## src/rtl/skt_pkg.sv

```systemverilog
// ----------------------------------------------------------------------------
// skt_pkg
// Shared types and codes of the sorted key table: operation and status codes,
// field widths and the stored entry layout.
// ----------------------------------------------------------------------------
package skt_pkg;

    localparam int KEY_W = 32;
    localparam int HIT_W = 16;
    localparam int POS_W = 6;
    localparam int OP_W  = 2;
    localparam int ST_W  = 3;

    localparam logic [HIT_W-1:0] HIT_MAX = '1;

    typedef enum logic [OP_W-1:0] {
        OP_INSERT = 2'd0,
        OP_FIND   = 2'd1,
        OP_TOP    = 2'd2
    } t_op;

    typedef enum logic [ST_W-1:0] {
        ST_INSERTED  = 3'd0,
        ST_DUPLICATE = 3'd1,
        ST_FULL      = 3'd2,
        ST_FOUND     = 3'd3,
        ST_MISSING   = 3'd4,
        ST_TOP       = 3'd5,
        ST_EMPTY     = 3'd6
    } t_status;

    typedef struct packed {
        logic [KEY_W-1:0] key;
        logic [HIT_W-1:0] hits;
    } t_entry;

endpackage

```

## src/rtl/skt_in_if.sv

```systemverilog
// ----------------------------------------------------------------------------
// skt_in_if
// Request channel of the sorted key table: operation code and key.
// ----------------------------------------------------------------------------
interface skt_in_if;
    import skt_pkg::*;

    logic                    valid;
    logic                    ready;
    logic [OP_W-1:0]         op;
    logic signed [KEY_W-1:0] key;

    modport source (output valid, output op, output key, input ready);
    modport sink   (input valid, input op, input key, output ready);
endinterface

```

## src/rtl/skt_out_if.sv

```systemverilog
// ----------------------------------------------------------------------------
// skt_out_if
// Result channel of the sorted key table: status, position, key, hit count
// and the last-beat flag.
// ----------------------------------------------------------------------------
interface skt_out_if;
    import skt_pkg::*;

    logic                    valid;
    logic                    ready;
    logic [ST_W-1:0]         status;
    logic [POS_W-1:0]        position;
    logic signed [KEY_W-1:0] entry_key;
    logic [HIT_W-1:0]        hits;
    logic                    last;

    modport source (output valid, output status, output position, output entry_key,
                    output hits, output last, input ready);
    modport sink   (input valid, input status, input position, input entry_key,
                    input hits, input last, output ready);
endinterface

```

## src/rtl/skt_ram.sv

```systemverilog
// ----------------------------------------------------------------------------
// skt_ram
// Generic single-write, single-read RAM with registered read data.
// ----------------------------------------------------------------------------
module skt_ram #(
    parameter int WIDTH = 48,
    parameter int DEPTH = 64
) (
    input  logic                     i_clk,
    input  logic                     i_we,
    input  logic [$clog2(DEPTH)-1:0] i_waddr,
    input  logic [WIDTH-1:0]         i_wdata,
    input  logic [$clog2(DEPTH)-1:0] i_raddr,
    output logic [WIDTH-1:0]         o_rdata
);
    logic [WIDTH-1:0] r_mem [DEPTH];
    logic [WIDTH-1:0] r_rdata;

    always_ff @(posedge i_clk) begin
        if (i_we) begin
            r_mem[i_waddr] <= i_wdata;
        end
    end

    always_ff @(posedge i_clk) begin
        r_rdata <= r_mem[i_raddr];
    end

    assign o_rdata = r_rdata;
endmodule

```

## src/rtl/sorted_key_table_with_hit_counts.sv

```systemverilog
// ----------------------------------------------------------------------------
// sorted_key_table_with_hit_counts
// Find: binary search over the sorted keys, then a read of the landing slot and the
// result beat. Insert: as find, then the new entry is appended, or the entries at and
// above the slot are moved up one place first. Report: up to TOP_COUNT passes, one beat each.
// One request at a time; the next is taken in the cycle after the last result beat.
// Reset empties the table (count only); the entry RAM is not cleared.
// ----------------------------------------------------------------------------
module sorted_key_table_with_hit_counts #(
    parameter int CAPACITY  = 64,
    parameter int TOP_COUNT = 3
) (
    input  logic     i_clk,
    input  logic     i_rst_n,
    skt_in_if.sink   i_in,
    skt_out_if.source o_out
);
    import skt_pkg::*;

    localparam int AW = $clog2(CAPACITY);
    localparam int CW = $clog2(CAPACITY + 1);

    typedef enum logic [7:0] {
        S_IDLE   = 8'b0000_0001,
        S_SRCH   = 8'b0000_0010,
        S_SRCH_W = 8'b0000_0100,
        S_LOOK_W = 8'b0000_1000,
        S_SHIFT  = 8'b0001_0000,
        S_WR_NEW = 8'b0010_0000,
        S_SCAN   = 8'b0100_0000,
        S_EMIT   = 8'b1000_0000
    } t_state;

    // control
    t_state          r_state, n_state;
    logic [CW-1:0]   r_count, n_count;
    logic [CW-1:0]   r_lo, n_lo, r_hi, n_hi, r_mid, n_mid;
    logic [AW-1:0]   r_idx, n_idx, r_src, n_src;
    logic            r_more, n_more, r_pend, n_pend;
    logic [CW-1:0]   r_want, n_want, r_n, n_n;
    logic            r_have_prev, n_have_prev, r_bfound, n_bfound;
    logic            r_out_valid, n_out_valid;
    // payload
    t_op             r_op, n_op;
    logic [KEY_W-1:0] r_key, n_key;
    logic [HIT_W-1:0] r_prev_hits, n_prev_hits, r_bhits, n_bhits;
    logic [AW-1:0]   r_prev_idx, n_prev_idx, r_bidx, n_bidx;
    logic [KEY_W-1:0] r_bkey, n_bkey;
    t_status         r_o_status, n_o_status;
    logic [POS_W-1:0] r_o_pos, n_o_pos;
    logic [KEY_W-1:0] r_o_key, n_o_key;
    logic [HIT_W-1:0] r_o_hits, n_o_hits;
    logic            r_o_last, n_o_last;

    // RAM port
    logic            ram_we;
    logic [AW-1:0]   ram_waddr, ram_raddr;
    t_entry          ram_wdata, ram_rdata;

    logic [CW-1:0]   mid_calc, cnt_m1;
    logic            look_hit, key_less, eligible, take;
    logic [HIT_W-1:0] hits_inc;

    skt_ram #(
        .WIDTH ($bits(t_entry)),
        .DEPTH (CAPACITY)
    ) u_ram (
        .i_clk   (i_clk),
        .i_we    (ram_we),
        .i_waddr (ram_waddr),
        .i_wdata (ram_wdata),
        .i_raddr (ram_raddr),
        .o_rdata (ram_rdata)
    );

    assign mid_calc = r_lo + ((r_hi - r_lo) >> 1);
    assign cnt_m1   = r_count - CW'(1);
    assign key_less = $signed(ram_rdata.key) < $signed(r_key);
    assign look_hit = (r_lo < r_count) && (ram_rdata.key == r_key);
    assign hits_inc = (ram_rdata.hits == HIT_MAX) ? ram_rdata.hits
                                                   : ram_rdata.hits + HIT_W'(1);
    // rank below the previous pick: fewer hits, or same hits at a later index
    assign eligible = !r_have_prev || (ram_rdata.hits < r_prev_hits) ||
                      ((ram_rdata.hits == r_prev_hits) && (r_src > r_prev_idx));
    assign take     = eligible && (!r_bfound || (ram_rdata.hits > r_bhits));

    always_comb begin
        n_state     = r_state;
        n_count     = r_count;
        n_lo        = r_lo;
        n_hi        = r_hi;
        n_mid       = r_mid;
        n_idx       = r_idx;
        n_src       = r_src;
        n_more      = r_more;
        n_pend      = r_pend;
        n_want      = r_want;
        n_n         = r_n;
        n_have_prev = r_have_prev;
        n_bfound    = r_bfound;
        n_out_valid = r_out_valid;
        n_op        = r_op;
        n_key       = r_key;
        n_prev_hits = r_prev_hits;
        n_prev_idx  = r_prev_idx;
        n_bhits     = r_bhits;
        n_bidx      = r_bidx;
        n_bkey      = r_bkey;
        n_o_status  = r_o_status;
        n_o_pos     = r_o_pos;
        n_o_key     = r_o_key;
        n_o_hits    = r_o_hits;
        n_o_last    = r_o_last;
        ram_we      = 1'b0;
        ram_waddr   = r_lo[AW-1:0];
        ram_wdata   = ram_rdata;
        ram_raddr   = r_idx;

        unique case (r_state)
            S_IDLE: begin
                if (i_in.valid) begin
                    unique case (i_in.op)
                        OP_INSERT, OP_FIND: begin
                            n_op    = t_op'(i_in.op);
                            n_key   = i_in.key;
                            n_lo    = '0;
                            n_hi    = r_count;
                            n_state = S_SRCH;
                        end
                        OP_TOP: begin
                            n_op = OP_TOP;
                            if (r_count == '0) begin
                                n_o_status  = ST_EMPTY;
                                n_o_pos     = '0;
                                n_o_key     = '0;
                                n_o_hits    = '0;
                                n_o_last    = 1'b1;
                                n_out_valid = 1'b1;
                                n_state     = S_EMIT;
                            end else begin
                                n_want      = (r_count < TOP_COUNT) ? r_count
                                                                    : CW'(TOP_COUNT);
                                n_n         = '0;
                                n_have_prev = 1'b0;
                                n_idx       = '0;
                                n_more      = 1'b1;
                                n_pend      = 1'b0;
                                n_bfound    = 1'b0;
                                n_state     = S_SCAN;
                            end
                        end
                        default: begin
                            // undefined code: drop the beat
                        end
                    endcase
                end
            end
            S_SRCH: begin
                if (r_lo < r_hi) begin
                    ram_raddr = mid_calc[AW-1:0];
                    n_mid     = mid_calc;
                    n_state   = S_SRCH_W;
                end else begin
                    ram_raddr = r_lo[AW-1:0];
                    n_state   = S_LOOK_W;
                end
            end
            S_SRCH_W: begin
                if (key_less) begin
                    n_lo = r_mid + CW'(1);
                end else begin
                    n_hi = r_mid;
                end
                n_state = S_SRCH;
            end
            S_LOOK_W: begin
                n_o_key  = r_key;
                n_o_last = 1'b1;
                if (r_op == OP_INSERT) begin
                    if (look_hit) begin
                        n_o_status  = ST_DUPLICATE;
                        n_o_pos     = POS_W'(r_lo);
                        n_o_hits    = ram_rdata.hits;
                        n_out_valid = 1'b1;
                        n_state     = S_EMIT;
                    end else if (r_count == CW'(CAPACITY)) begin
                        n_o_status  = ST_FULL;
                        n_o_pos     = '0;
                        n_o_hits    = '0;
                        n_out_valid = 1'b1;
                        n_state     = S_EMIT;
                    end else if (r_lo == r_count) begin
                        n_state = S_WR_NEW;
                    end else begin
                        n_idx   = cnt_m1[AW-1:0];
                        n_more  = 1'b1;
                        n_pend  = 1'b0;
                        n_state = S_SHIFT;
                    end
                end else begin
                    if (look_hit) begin
                        ram_we         = 1'b1;
                        ram_wdata.key  = r_key;
                        ram_wdata.hits = hits_inc;
                        n_o_status     = ST_FOUND;
                        n_o_pos        = POS_W'(r_lo);
                        n_o_hits       = hits_inc;
                    end else begin
                        n_o_status = ST_MISSING;
                        n_o_pos    = '0;
                        n_o_hits   = '0;
                    end
                    n_out_valid = 1'b1;
                    n_state     = S_EMIT;
                end
            end
            S_SHIFT: begin
                // read entry i while writing entry i+1 from the previous read
                if (r_pend) begin
                    ram_we    = 1'b1;
                    ram_waddr = r_src + AW'(1);
                    ram_wdata = ram_rdata;
                end
                if (r_more) begin
                    n_src  = r_idx;
                    n_pend = 1'b1;
                    if (CW'(r_idx) == r_lo) begin
                        n_more = 1'b0;
                    end else begin
                        n_idx = r_idx - AW'(1);
                    end
                end else begin
                    n_pend = 1'b0;
                    if (!r_pend) begin
                        n_state = S_WR_NEW;
                    end
                end
            end
            S_WR_NEW: begin
                ram_we         = 1'b1;
                ram_wdata.key  = r_key;
                ram_wdata.hits = '0;
                n_count        = r_count + CW'(1);
                n_o_status     = ST_INSERTED;
                n_o_pos        = POS_W'(r_lo);
                n_o_key        = r_key;
                n_o_hits       = '0;
                n_o_last       = 1'b1;
                n_out_valid    = 1'b1;
                n_state        = S_EMIT;
            end
            S_SCAN: begin
                if (r_more) begin
                    n_src  = r_idx;
                    n_pend = 1'b1;
                    if ((CW'(r_idx) + CW'(1)) == r_count) begin
                        n_more = 1'b0;
                    end else begin
                        n_idx = r_idx + AW'(1);
                    end
                end else begin
                    n_pend = 1'b0;
                end
                if (r_pend && take) begin
                    n_bfound = 1'b1;
                    n_bidx   = r_src;
                    n_bkey   = ram_rdata.key;
                    n_bhits  = ram_rdata.hits;
                end
                if (!r_more && !r_pend) begin
                    n_o_status  = ST_TOP;
                    n_o_pos     = POS_W'(r_bidx);
                    n_o_key     = r_bkey;
                    n_o_hits    = r_bhits;
                    n_o_last    = (r_n + CW'(1)) == r_want;
                    n_prev_hits = r_bhits;
                    n_prev_idx  = r_bidx;
                    n_have_prev = 1'b1;
                    n_n         = r_n + CW'(1);
                    n_out_valid = 1'b1;
                    n_state     = S_EMIT;
                end
            end
            S_EMIT: begin
                if (o_out.ready) begin
                    n_out_valid = 1'b0;
                    if (r_o_last) begin
                        n_state = S_IDLE;
                    end else begin
                        n_idx    = '0;
                        n_more   = 1'b1;
                        n_pend   = 1'b0;
                        n_bfound = 1'b0;
                        n_state  = S_SCAN;
                    end
                end
            end
            default: begin
                n_state = S_IDLE;
            end
        endcase
    end

    always_ff @(posedge i_clk) begin
        if (!i_rst_n) begin
            r_state     <= S_IDLE;
            r_count     <= '0;
            r_lo        <= '0;
            r_hi        <= '0;
            r_mid       <= '0;
            r_idx       <= '0;
            r_src       <= '0;
            r_more      <= 1'b0;
            r_pend      <= 1'b0;
            r_want      <= '0;
            r_n         <= '0;
            r_have_prev <= 1'b0;
            r_bfound    <= 1'b0;
            r_out_valid <= 1'b0;
        end else begin
            r_state     <= n_state;
            r_count     <= n_count;
            r_lo        <= n_lo;
            r_hi        <= n_hi;
            r_mid       <= n_mid;
            r_idx       <= n_idx;
            r_src       <= n_src;
            r_more      <= n_more;
            r_pend      <= n_pend;
            r_want      <= n_want;
            r_n         <= n_n;
            r_have_prev <= n_have_prev;
            r_bfound    <= n_bfound;
            r_out_valid <= n_out_valid;
        end
    end

    always_ff @(posedge i_clk) begin
        r_op        <= n_op;
        r_key       <= n_key;
        r_prev_hits <= n_prev_hits;
        r_prev_idx  <= n_prev_idx;
        r_bhits     <= n_bhits;
        r_bidx      <= n_bidx;
        r_bkey      <= n_bkey;
        r_o_status  <= n_o_status;
        r_o_pos     <= n_o_pos;
        r_o_key     <= n_o_key;
        r_o_hits    <= n_o_hits;
        r_o_last    <= n_o_last;
    end

    assign i_in.ready      = (r_state == S_IDLE);
    assign o_out.valid     = r_out_valid;
    assign o_out.status    = r_o_status;
    assign o_out.position  = r_o_pos;
    assign o_out.entry_key = r_o_key;
    assign o_out.hits      = r_o_hits;
    assign o_out.last      = r_o_last;

    a_no_accept_while_result: assert property (@(posedge i_clk) disable iff (!i_rst_n)
        i_in.ready |-> !o_out.valid)
        else $error("request taken while a result beat is pending");

    a_count_bound: assert property (@(posedge i_clk) disable iff (!i_rst_n)
        r_count <= CW'(CAPACITY))
        else $error("entry count above capacity");

    a_insert_grows: assert property (@(posedge i_clk) disable iff (!i_rst_n)
        (r_state == S_WR_NEW) |=> (r_count == $past(r_count) + CW'(1)))
        else $error("insert did not add one entry");

    a_write_in_range: assert property (@(posedge i_clk) disable iff (!i_rst_n)
        ram_we |-> (CW'(ram_waddr) <= r_count))
        else $error("RAM write beyond the filled region");

    a_single_beat_last: assert property (@(posedge i_clk) disable iff (!i_rst_n)
        (o_out.valid && (o_out.status != ST_TOP)) |-> o_out.last)
        else $error("single-beat result without last flag");

endmodule
```

## src/flat_wrapper.sv

```systemverilog
// flat-port wrapper written by rule: the top's interface ports become plain ports
module sorted_key_table_with_hit_counts_flat import skt_pkg::*;
#(
    parameter int CAPACITY  = 64,
    parameter int TOP_COUNT = 3
)
  (i_clk, i_rst_n, i_in_valid, i_in_op, i_in_key, i_in_ready, o_out_valid, o_out_status, o_out_position, o_out_entry_key, o_out_hits, o_out_last, o_out_ready);
  skt_in_if i_in_i ();
  skt_out_if o_out_i ();
  input  logic i_clk;
  input  logic i_rst_n;
  input wire logic [$bits(i_in_i.valid)-1:0] i_in_valid;
  input wire logic [$bits(i_in_i.op)-1:0] i_in_op;
  input wire logic [$bits(i_in_i.key)-1:0] i_in_key;
  output wire logic [$bits(i_in_i.ready)-1:0] i_in_ready;
  output wire logic [$bits(o_out_i.valid)-1:0] o_out_valid;
  output wire logic [$bits(o_out_i.status)-1:0] o_out_status;
  output wire logic [$bits(o_out_i.position)-1:0] o_out_position;
  output wire logic [$bits(o_out_i.entry_key)-1:0] o_out_entry_key;
  output wire logic [$bits(o_out_i.hits)-1:0] o_out_hits;
  output wire logic [$bits(o_out_i.last)-1:0] o_out_last;
  input wire logic [$bits(o_out_i.ready)-1:0] o_out_ready;
  assign i_in_i.valid = i_in_valid;
  assign i_in_i.op = i_in_op;
  assign i_in_i.key = i_in_key;
  assign i_in_ready = i_in_i.ready;
  assign o_out_valid = o_out_i.valid;
  assign o_out_status = o_out_i.status;
  assign o_out_position = o_out_i.position;
  assign o_out_entry_key = o_out_i.entry_key;
  assign o_out_hits = o_out_i.hits;
  assign o_out_last = o_out_i.last;
  assign o_out_i.ready = o_out_ready;
  sorted_key_table_with_hit_counts #(.CAPACITY(CAPACITY), .TOP_COUNT(TOP_COUNT)) u_core (.i_clk(i_clk), .i_rst_n(i_rst_n), .i_in(i_in_i), .o_out(o_out_i));
endmodule
```

## config.mk

```make
export PLATFORM = sky130hd
export DESIGN_NAME = sorted_key_table_with_hit_counts_flat
export DESIGN_NICKNAME = d
export VERILOG_FILES = /design/src/rtl/skt_pkg.sv /design/src/rtl/skt_in_if.sv /design/src/rtl/skt_out_if.sv /design/src/rtl/skt_ram.sv /design/src/rtl/sorted_key_table_with_hit_counts.sv /design/src/flat_wrapper.sv
export SDC_FILE = /design/constraint.sdc
export NUM_CORES = 2
export LEC_CHECK = 0
export BUFFER_PORTS_ARGS = -buffer_cell sky130_fd_sc_hd__buf_2
export CORE_MARGIN = 2
export CORE_UTILIZATION = 35
export CTS_CLUSTER_DIAMETER = 100
export DETAILED_ROUTE_END_ITERATION = 7
export PLACE_DENSITY = 0.53
export RECOVER_POWER = 25
export SYNTH_ARGS = -nofsm -noshare
export SYNTH_HDL_FRONTEND = slang
export SYNTH_HIERARCHICAL = 1
export SYNTH_SLANG_ARGS = --single-unit
```

## constraint.sdc

```tcl
create_clock -name i_clk -period 7.8 [get_ports i_clk]
set_input_delay 1.95 -clock i_clk [delete_from_list [all_inputs] [get_ports i_clk]]
set_output_delay 1.95 -clock i_clk [all_outputs]
set_load 0.05 [all_outputs]
```

### Word-level counts from Yosys, hierarchy flattened

Memories as Yosys holds them, arrays and structs flattened. A register that Yosys moved wholly into a read port is not among the register bits.
Index checks and enable logic that the tools add are counted.

| cells by class | value |
|---|---|
| add/subtract/negate cells | 11 |
| multipliers | 0 |
| divide/modulo/power cells | 0 |
| magnitude comparators | 7 |
| equality and inequality tests | 41 |
| shift-type cells | 0 |
| mux-type cells | 128 |
| bitwise logic cells | 1 |
| reductions and logical operators | 45 |

Operators with widths:

| cell | number |
|---|---|
| $mux W6 | 26 |
| $mux W16 | 9 |
| $mux W32 | 4 |
| $mux W48 | 2 |
| $pmux W32 S3 | 1 |
| $pmux W48 S2 | 1 |
| $mux W7 | 12 |
| $mux W8 | 9 |
| $pmux W16 S4 | 1 |
| $pmux W8 S8 | 1 |
| $pmux W7 S2 | 3 |
| $mux W1 | 38 |
| $eq A32 B32 Y1 | 1 |
| $lt A32 B32 Y1 | 1 |
| $pmux W6 S5 | 1 |
| $mux W3 | 8 |
| $ne A2 B2 Y1 const B | 12 |
| $pmux W6 S4 | 1 |
| $add A7 B1 Y7 const B | 3 |
| $eq A7 B7 Y1 | 3 |
| $reduce_and A10 Y1 | 2 |
| $ne A2 B1 Y1 const B | 9 |
| $add A16 B1 Y16 const B | 1 |
| $eq A16 B16 Y1 | 1 |
| other kinds (51) | 83 |

| storage, ports and cells | value |
|---|---|
| register bits | 235 |
| latch bits | 0 |
| bits in writable memories | 3,072 |
| ROM bits | 0 |
| input port bits | 38 |
| output and inout port bits | 60 |
| logic and storage cells | 260 |
| memories | 1 |

Memory list:

| name | words | bits a word | rd ports | clocked after Yosys merged registers in | wr ports | line | RTL |
|---|---|---|---|---|---|---|---|
| u_core.u_ram.r_mem | 64 | 48 | 1 | 1 | 1 | skt_ram.sv:16 | `logic [WIDTH-1:0] r_mem [DEPTH];` |

### Depth between registers and ports, before layout

| logic depth | value |
|---|---|
| depth in word-level cells | 7 |
| mapped depth | 22 |
| gate-level depth less buffers | 20 |

### Modules after synthesis

The synthesis kept the hierarchy.

By module, submodules not included:

| module | instances | cells each | area each (µm²) | sequential area each (µm²) |
|---|---|---|---|---|
| skt_ram | 1 | 5,247 | 118,190.9 | 93,209.4 |
| sorted_key_table_with_hit_counts | 1 | 1,349 | 13,302.8 | 6,386.1 |

### Least setup slack after synthesis

OpenSTA, ideal clock, no wires.

| path | value |
|---|---|
| path type | register to register |
| start point | register u_core.r_key[14] |
| end point | memory u_core.u_ram.r_mem[48][0], enable pin |
| setup time | 513 ps |
| arrival | 5,789 ps |
| data required time | 7,287 ps |
| setup slack | 1,498 ps |
| cell stages (with the launch flop) | 12 |
| buffers on the path | 0 |
| period minus slack after synthesis | 6,302 ps |
| cell sequence | edfxtp_1 > inv_1 > ha_1 > nand4_1 > or4_1 > or2_2 > nor3_2 > ha_1 > nand2_1 > nand3_1 > nand2_1 > nor3_1 |

| between the ends | value |
|---|---|
| longest elaborated chain between the ends | 7 |

Ends and longest elaborated chain:

| element | line | RTL |
|---|---|---|
| from (decl) | sorted_key_table_with_hit_counts.sv:45 | `logic [KEY_W-1:0] r_key, n_key;` |
| from (signal assigned) | sorted_key_table_with_hit_counts.sv:340 | `r_key <= n_key;` |
| $eq A32 B32 Y1 | sorted_key_table_with_hit_counts.sv:79 | `assign look_hit = (r_lo < r_count) && (ram_rdata.key == r_key);` |
| $logic_and A1 B1 Y1 | sorted_key_table_with_hit_counts.sv:79 |  |
| $mux W1 | sorted_key_table_with_hit_counts.sv:201 | `if (look_hit) begin` |
| $mux W1 | sorted_key_table_with_hit_counts.sv:179 | `if (r_op == OP_INSERT) begin` |
| $pmux W1 S3 | sorted_key_table_with_hit_counts.sv:119 | `unique case (r_state)` |
| net u_core.ram_we | sorted_key_table_with_hit_counts.sv:56 | `logic ram_we;` |
| $mux W1 | skt_ram.sv:20 | `if (i_we) begin` |
| $mux W1 (not written as such) | skt_ram.sv:21 | `r_mem[i_waddr] <= i_wdata;` |
| to (decl) | skt_ram.sv:16 |  |

The timed path passes the listed nets, and every way through them passes these cells.

==> results.md <==
- Status: complete, but fails checks
- Violated checks: max-capacitance violations, max-slew violations
- Post-synth ARST share: 0
- Reg-to-reg endpoint: u_core/u_ram/r_mem[40][15]
- Synth Area in XOR/XNOR: 0.00460
- RSZ-0062 raised after global routing: no
- DP Cell Count: 11600
- Sink Count: 3355
- Post-synthesis mux area share: 0.138
- GPL Wtd Cong: 0.858
- CTS H-tree depth: 5
- Reg2reg setup slack: 0.72 ns
- Rel. slew slack: -1.48
- Resize count post-CTS: 0
- Worst r2r src: u_core/r_key[10]
- Setup violations, final: 0
- Hold buffer count at cts: 0
- Clk pin slew, worst setup/hold paths: 0.06 ns
- Global route overflow: 0
- Core Box Area: 375000 um2
- Worst reg2reg path depth: 9
- Worst Hold Depth: 0
- Clock Path Buffers: 4
- Max-cap violations: 24
- Synthesized netlist cell count: 6596
- Initial core utilization: 0.351
- Post-Synth Adder-Cell Area: 0.0104
- Ys Warns: 6
- Initial antenna violation count: 30
- Maximum vdd ir drop: 0.227 mV
- DRT antenna net count: 0
- Slew Viols, Final: 1009
- Port Buffers: 97
- Power Total: 45.2 mW
- Vias in the first global route: 68900
- DRC Markers: 0
- Sequential share of the synthesized area: 0.757
- CP Class: reg -> reg
- Fin cells: 12300
- Drt total wl: 408 mm
- # fillers: 33100
- Minimum clock period: 7.08 ns
- Synth Area per Inst: 19.9 um2
- Die ar.: 381000 um2
- Pwr Density: 299 nW/um2
- GRT Total Usage: 0.211
- Die Y: 617 um
- CP dominant cell by count: nand4_1
- Worst skew pair latency: 0.96 ns
- Hold Crit Class: reg -> reg
- Largest net degree at the start of global routing: 112
- Synthesized cell area: 131000 um2
- Clock Tree Root: clkbuf_16
- Leakage Power: 46.1 nW
- Final Cell Area: 151000 um2
- EDFF count, synth: 3240
- HP Start: u_core/u_ram/o_rdata[16]
- Worst slew pin tran: 3.72 ns
- Syn Nets: 6742
- CP max stage cell: clkbuf_1
- Hold path endpoint: u_core/r_bkey[0]
- Pre-Repair DR Iteration Count: 8
- Critical Path RT: 8.07 ns
- CP cell instances: inv_1, ha_1, nand4_1, or4_1, nor4_1, nand4_1, buf_4, o21ai_0, clkbuf_1
- Final HPWL DP: 241 mm
- Simple-gate portion of the synthesized area: 0.0324
- FF+latch count, synth: 3355
- Vias: 69800
- Crit path DAT: 7.34 ns
- Layout cell share with drive strength beyond 1: 0.228
- Total I/O pin count: 98
- Nets: 7112
- Final hold violations: 0
- Avg WL per Cell: 33.2 um
- Synth Flop Type: edfxtp_1
- Maximum single-stage delay on the critical path: 2.23 ns
- Setup TNS: 0 ns
- Area delta synth->final: 14.9%
- Initial drt markers: 9161
- Complex-gate fraction of the synthesized area: 0.0389
- FP Rows: 225
- Die W: 617 um
- Post-CTS Setup Inserts: 0
- Largest family of logic cells by synthesized area: multiplexers
- Fmax: 0.141 GHz
- CTS buffer count: 357
- Placed Area: 140000 um2
- Synth cell types: 81
- First-pass GRT wire length: 563 mm
- Setup Skew: 0.0593 ns
- CP Capture Type: flop
- Largest fanout on the critical path: 64
- Vias/cell: 5.69
- Startpoint types: flop
- CTS tree: done
- Tcrit/Tclk final: 0.907
cells in the final DEF, fill, tap and decap left out, types with 100 or more instances in the layout:
cell type     n
buf_4       199
clkbuf_1    181
clkbuf_16   363
dfxtp_1     115
edfxtp_1   3240
ha_1        105
inv_1       110
mux2i_1     219
mux4_2      672
nand2_1     273
nand3_1     142
nor2_1      100
o22ai_1     159
routing by layer:
metal | vias up | global-route usage | part of all wire
met5 | - | 0 | 0.00011
met4 | 6 | 0.0651 | 0.033
met3 | 557 | 0.0410 | 0.085
met2 | 3309 | 0.335 | 0.47
met1 | 37900 | 0.293 | 0.41
li1 | 28100 | - | -
how the worst max path moves through the flow:
stage / start / to / slack, ns / depth (start not counted)
floorplan: u_core/r_key[14] / u_core/u_ram/r_mem[48][0] / 1.50 / 11
global placement: u_core/r_lo[1] / u_core/u_ram/o_rdata[16] / 1.75 / 17
detailed placement: u_core/r_lo[1] / u_core/u_ram/o_rdata[16] / 1.72 / 17
CTS: u_core/r_lo[1] / u_core/u_ram/o_rdata[16] / 1.67 / 17
global route: u_core/r_key[26] / u_core/u_ram/r_mem[20][18] / 0.68 / 9
finish: u_core/r_key[10] / u_core/u_ram/r_mem[40][15] / 0.72 / 9
per-stage QoR:
stage	hold slack [ns]	util	worst slack, ns
6_report	0.445	0.403	0.725
5_1_grt	0.462	0.403	0.676
4_1_cts	0.440	0.404	1.67
3_5_place_dp	0.426	0.374	1.72
3_3_place_gp	0.431	0.374	1.75
2_1_floorplan	0.408	-	1.50
area by class of cell:
type                       count  area (um2)  share of cell area
multi-input combinational   2760       30400               0.201
inverter                     114         428             0.00283
timing repair buffer         378        3050              0.0202
antenna                       15        37.5            0.000248
clock buffer                 453        9510              0.0630
sequential                  3355       99600               0.659
clock inverter               196        1770              0.0117
tap                         4994        6250              0.0414
Yosys cell counts (all sizes together) (10+ instances only):
master  number  area [um2]
a211oi      53         408
a21o        19         143
a21oi       98         490
a221o       28         280
a22oi       82         616
a311o       18         180
and3        34         213
buf        188        1310
clkbuf     179         672
dfxtp      115        2300
edfxtp    3240       97300
ha         105        1310
inv        112         420
mux2        71         800
mux2i      219        2190
mux4       672       15100
nand2      278        1060
nand2b      20         125
nand3      142         711
nand4       86         538
nor2       169         637
nor2b       35         219
nor3        26         140
nor4        10        62.6
o211ai      34         255
o21ai      124         624
o221ai      39         342
o22a        19         166
o22ai      159         995
or2         20         125
or3         12        75.1
or4         10        90.1
xnor2       45         394
xor2        24         210
power by group:
| group | switching [mW] | total, mW | internal, mW |
|---|---|---|---|
| Clock | 7.05 | 16.5 | 9.42 |
| Combinational | 4.62 | 7.01 | 2.39 |
| Sequential | 0.250 | 21.7 | 21.4 |
flip-flops by register name (all words and copies together), names as in the netlist, 2 cells and up:
name / flops
u_core/o_out.entry_key: 32
u_core/o_out.hits: 16
u_core/o_out.position: 6
u_core/o_out.status: 3
u_core/r_bhits: 16
u_core/r_bidx: 6
u_core/r_bkey: 32
u_core/r_count: 7
u_core/r_hi: 7
u_core/r_idx: 6
u_core/r_key: 32
u_core/r_lo: 7
u_core/r_mid: 7
u_core/r_n: 7
u_core/r_op: 2
u_core/r_prev_hits: 16
u_core/r_prev_idx: 6
u_core/r_src: 6
u_core/r_state: 8
u_core/r_want: 7
u_core/u_ram/o_rdata: 48
u_core/u_ram/r_mem: 3072
worst max-delay path, delay by kind of cell, from the launching register on:
| kind | cells | cell delay (ns) |
|---|---|---|
| AND/OR/NAND/NOR | 4 | 2.82 |
| buffers and inverters | 3 | 2.66 |
| adder cells (fa/ha/maj) | 1 | 0.37 |
| AO/OA/AOI/OAI | 1 | 0.17 |
| flip-flops | 1 | 0.32 |
cell families (layout without fill, tap and decap cells):
family	Yosys count	count (layout)
xor+xnor	69	69
buf+inv	481	1141
mux	962	962
other cells	0	15
compound gates	745	745
simple gates	876	876
fa+ha+maj	108	108
flops	3355	3355
(Power assumes the default switching activity.)
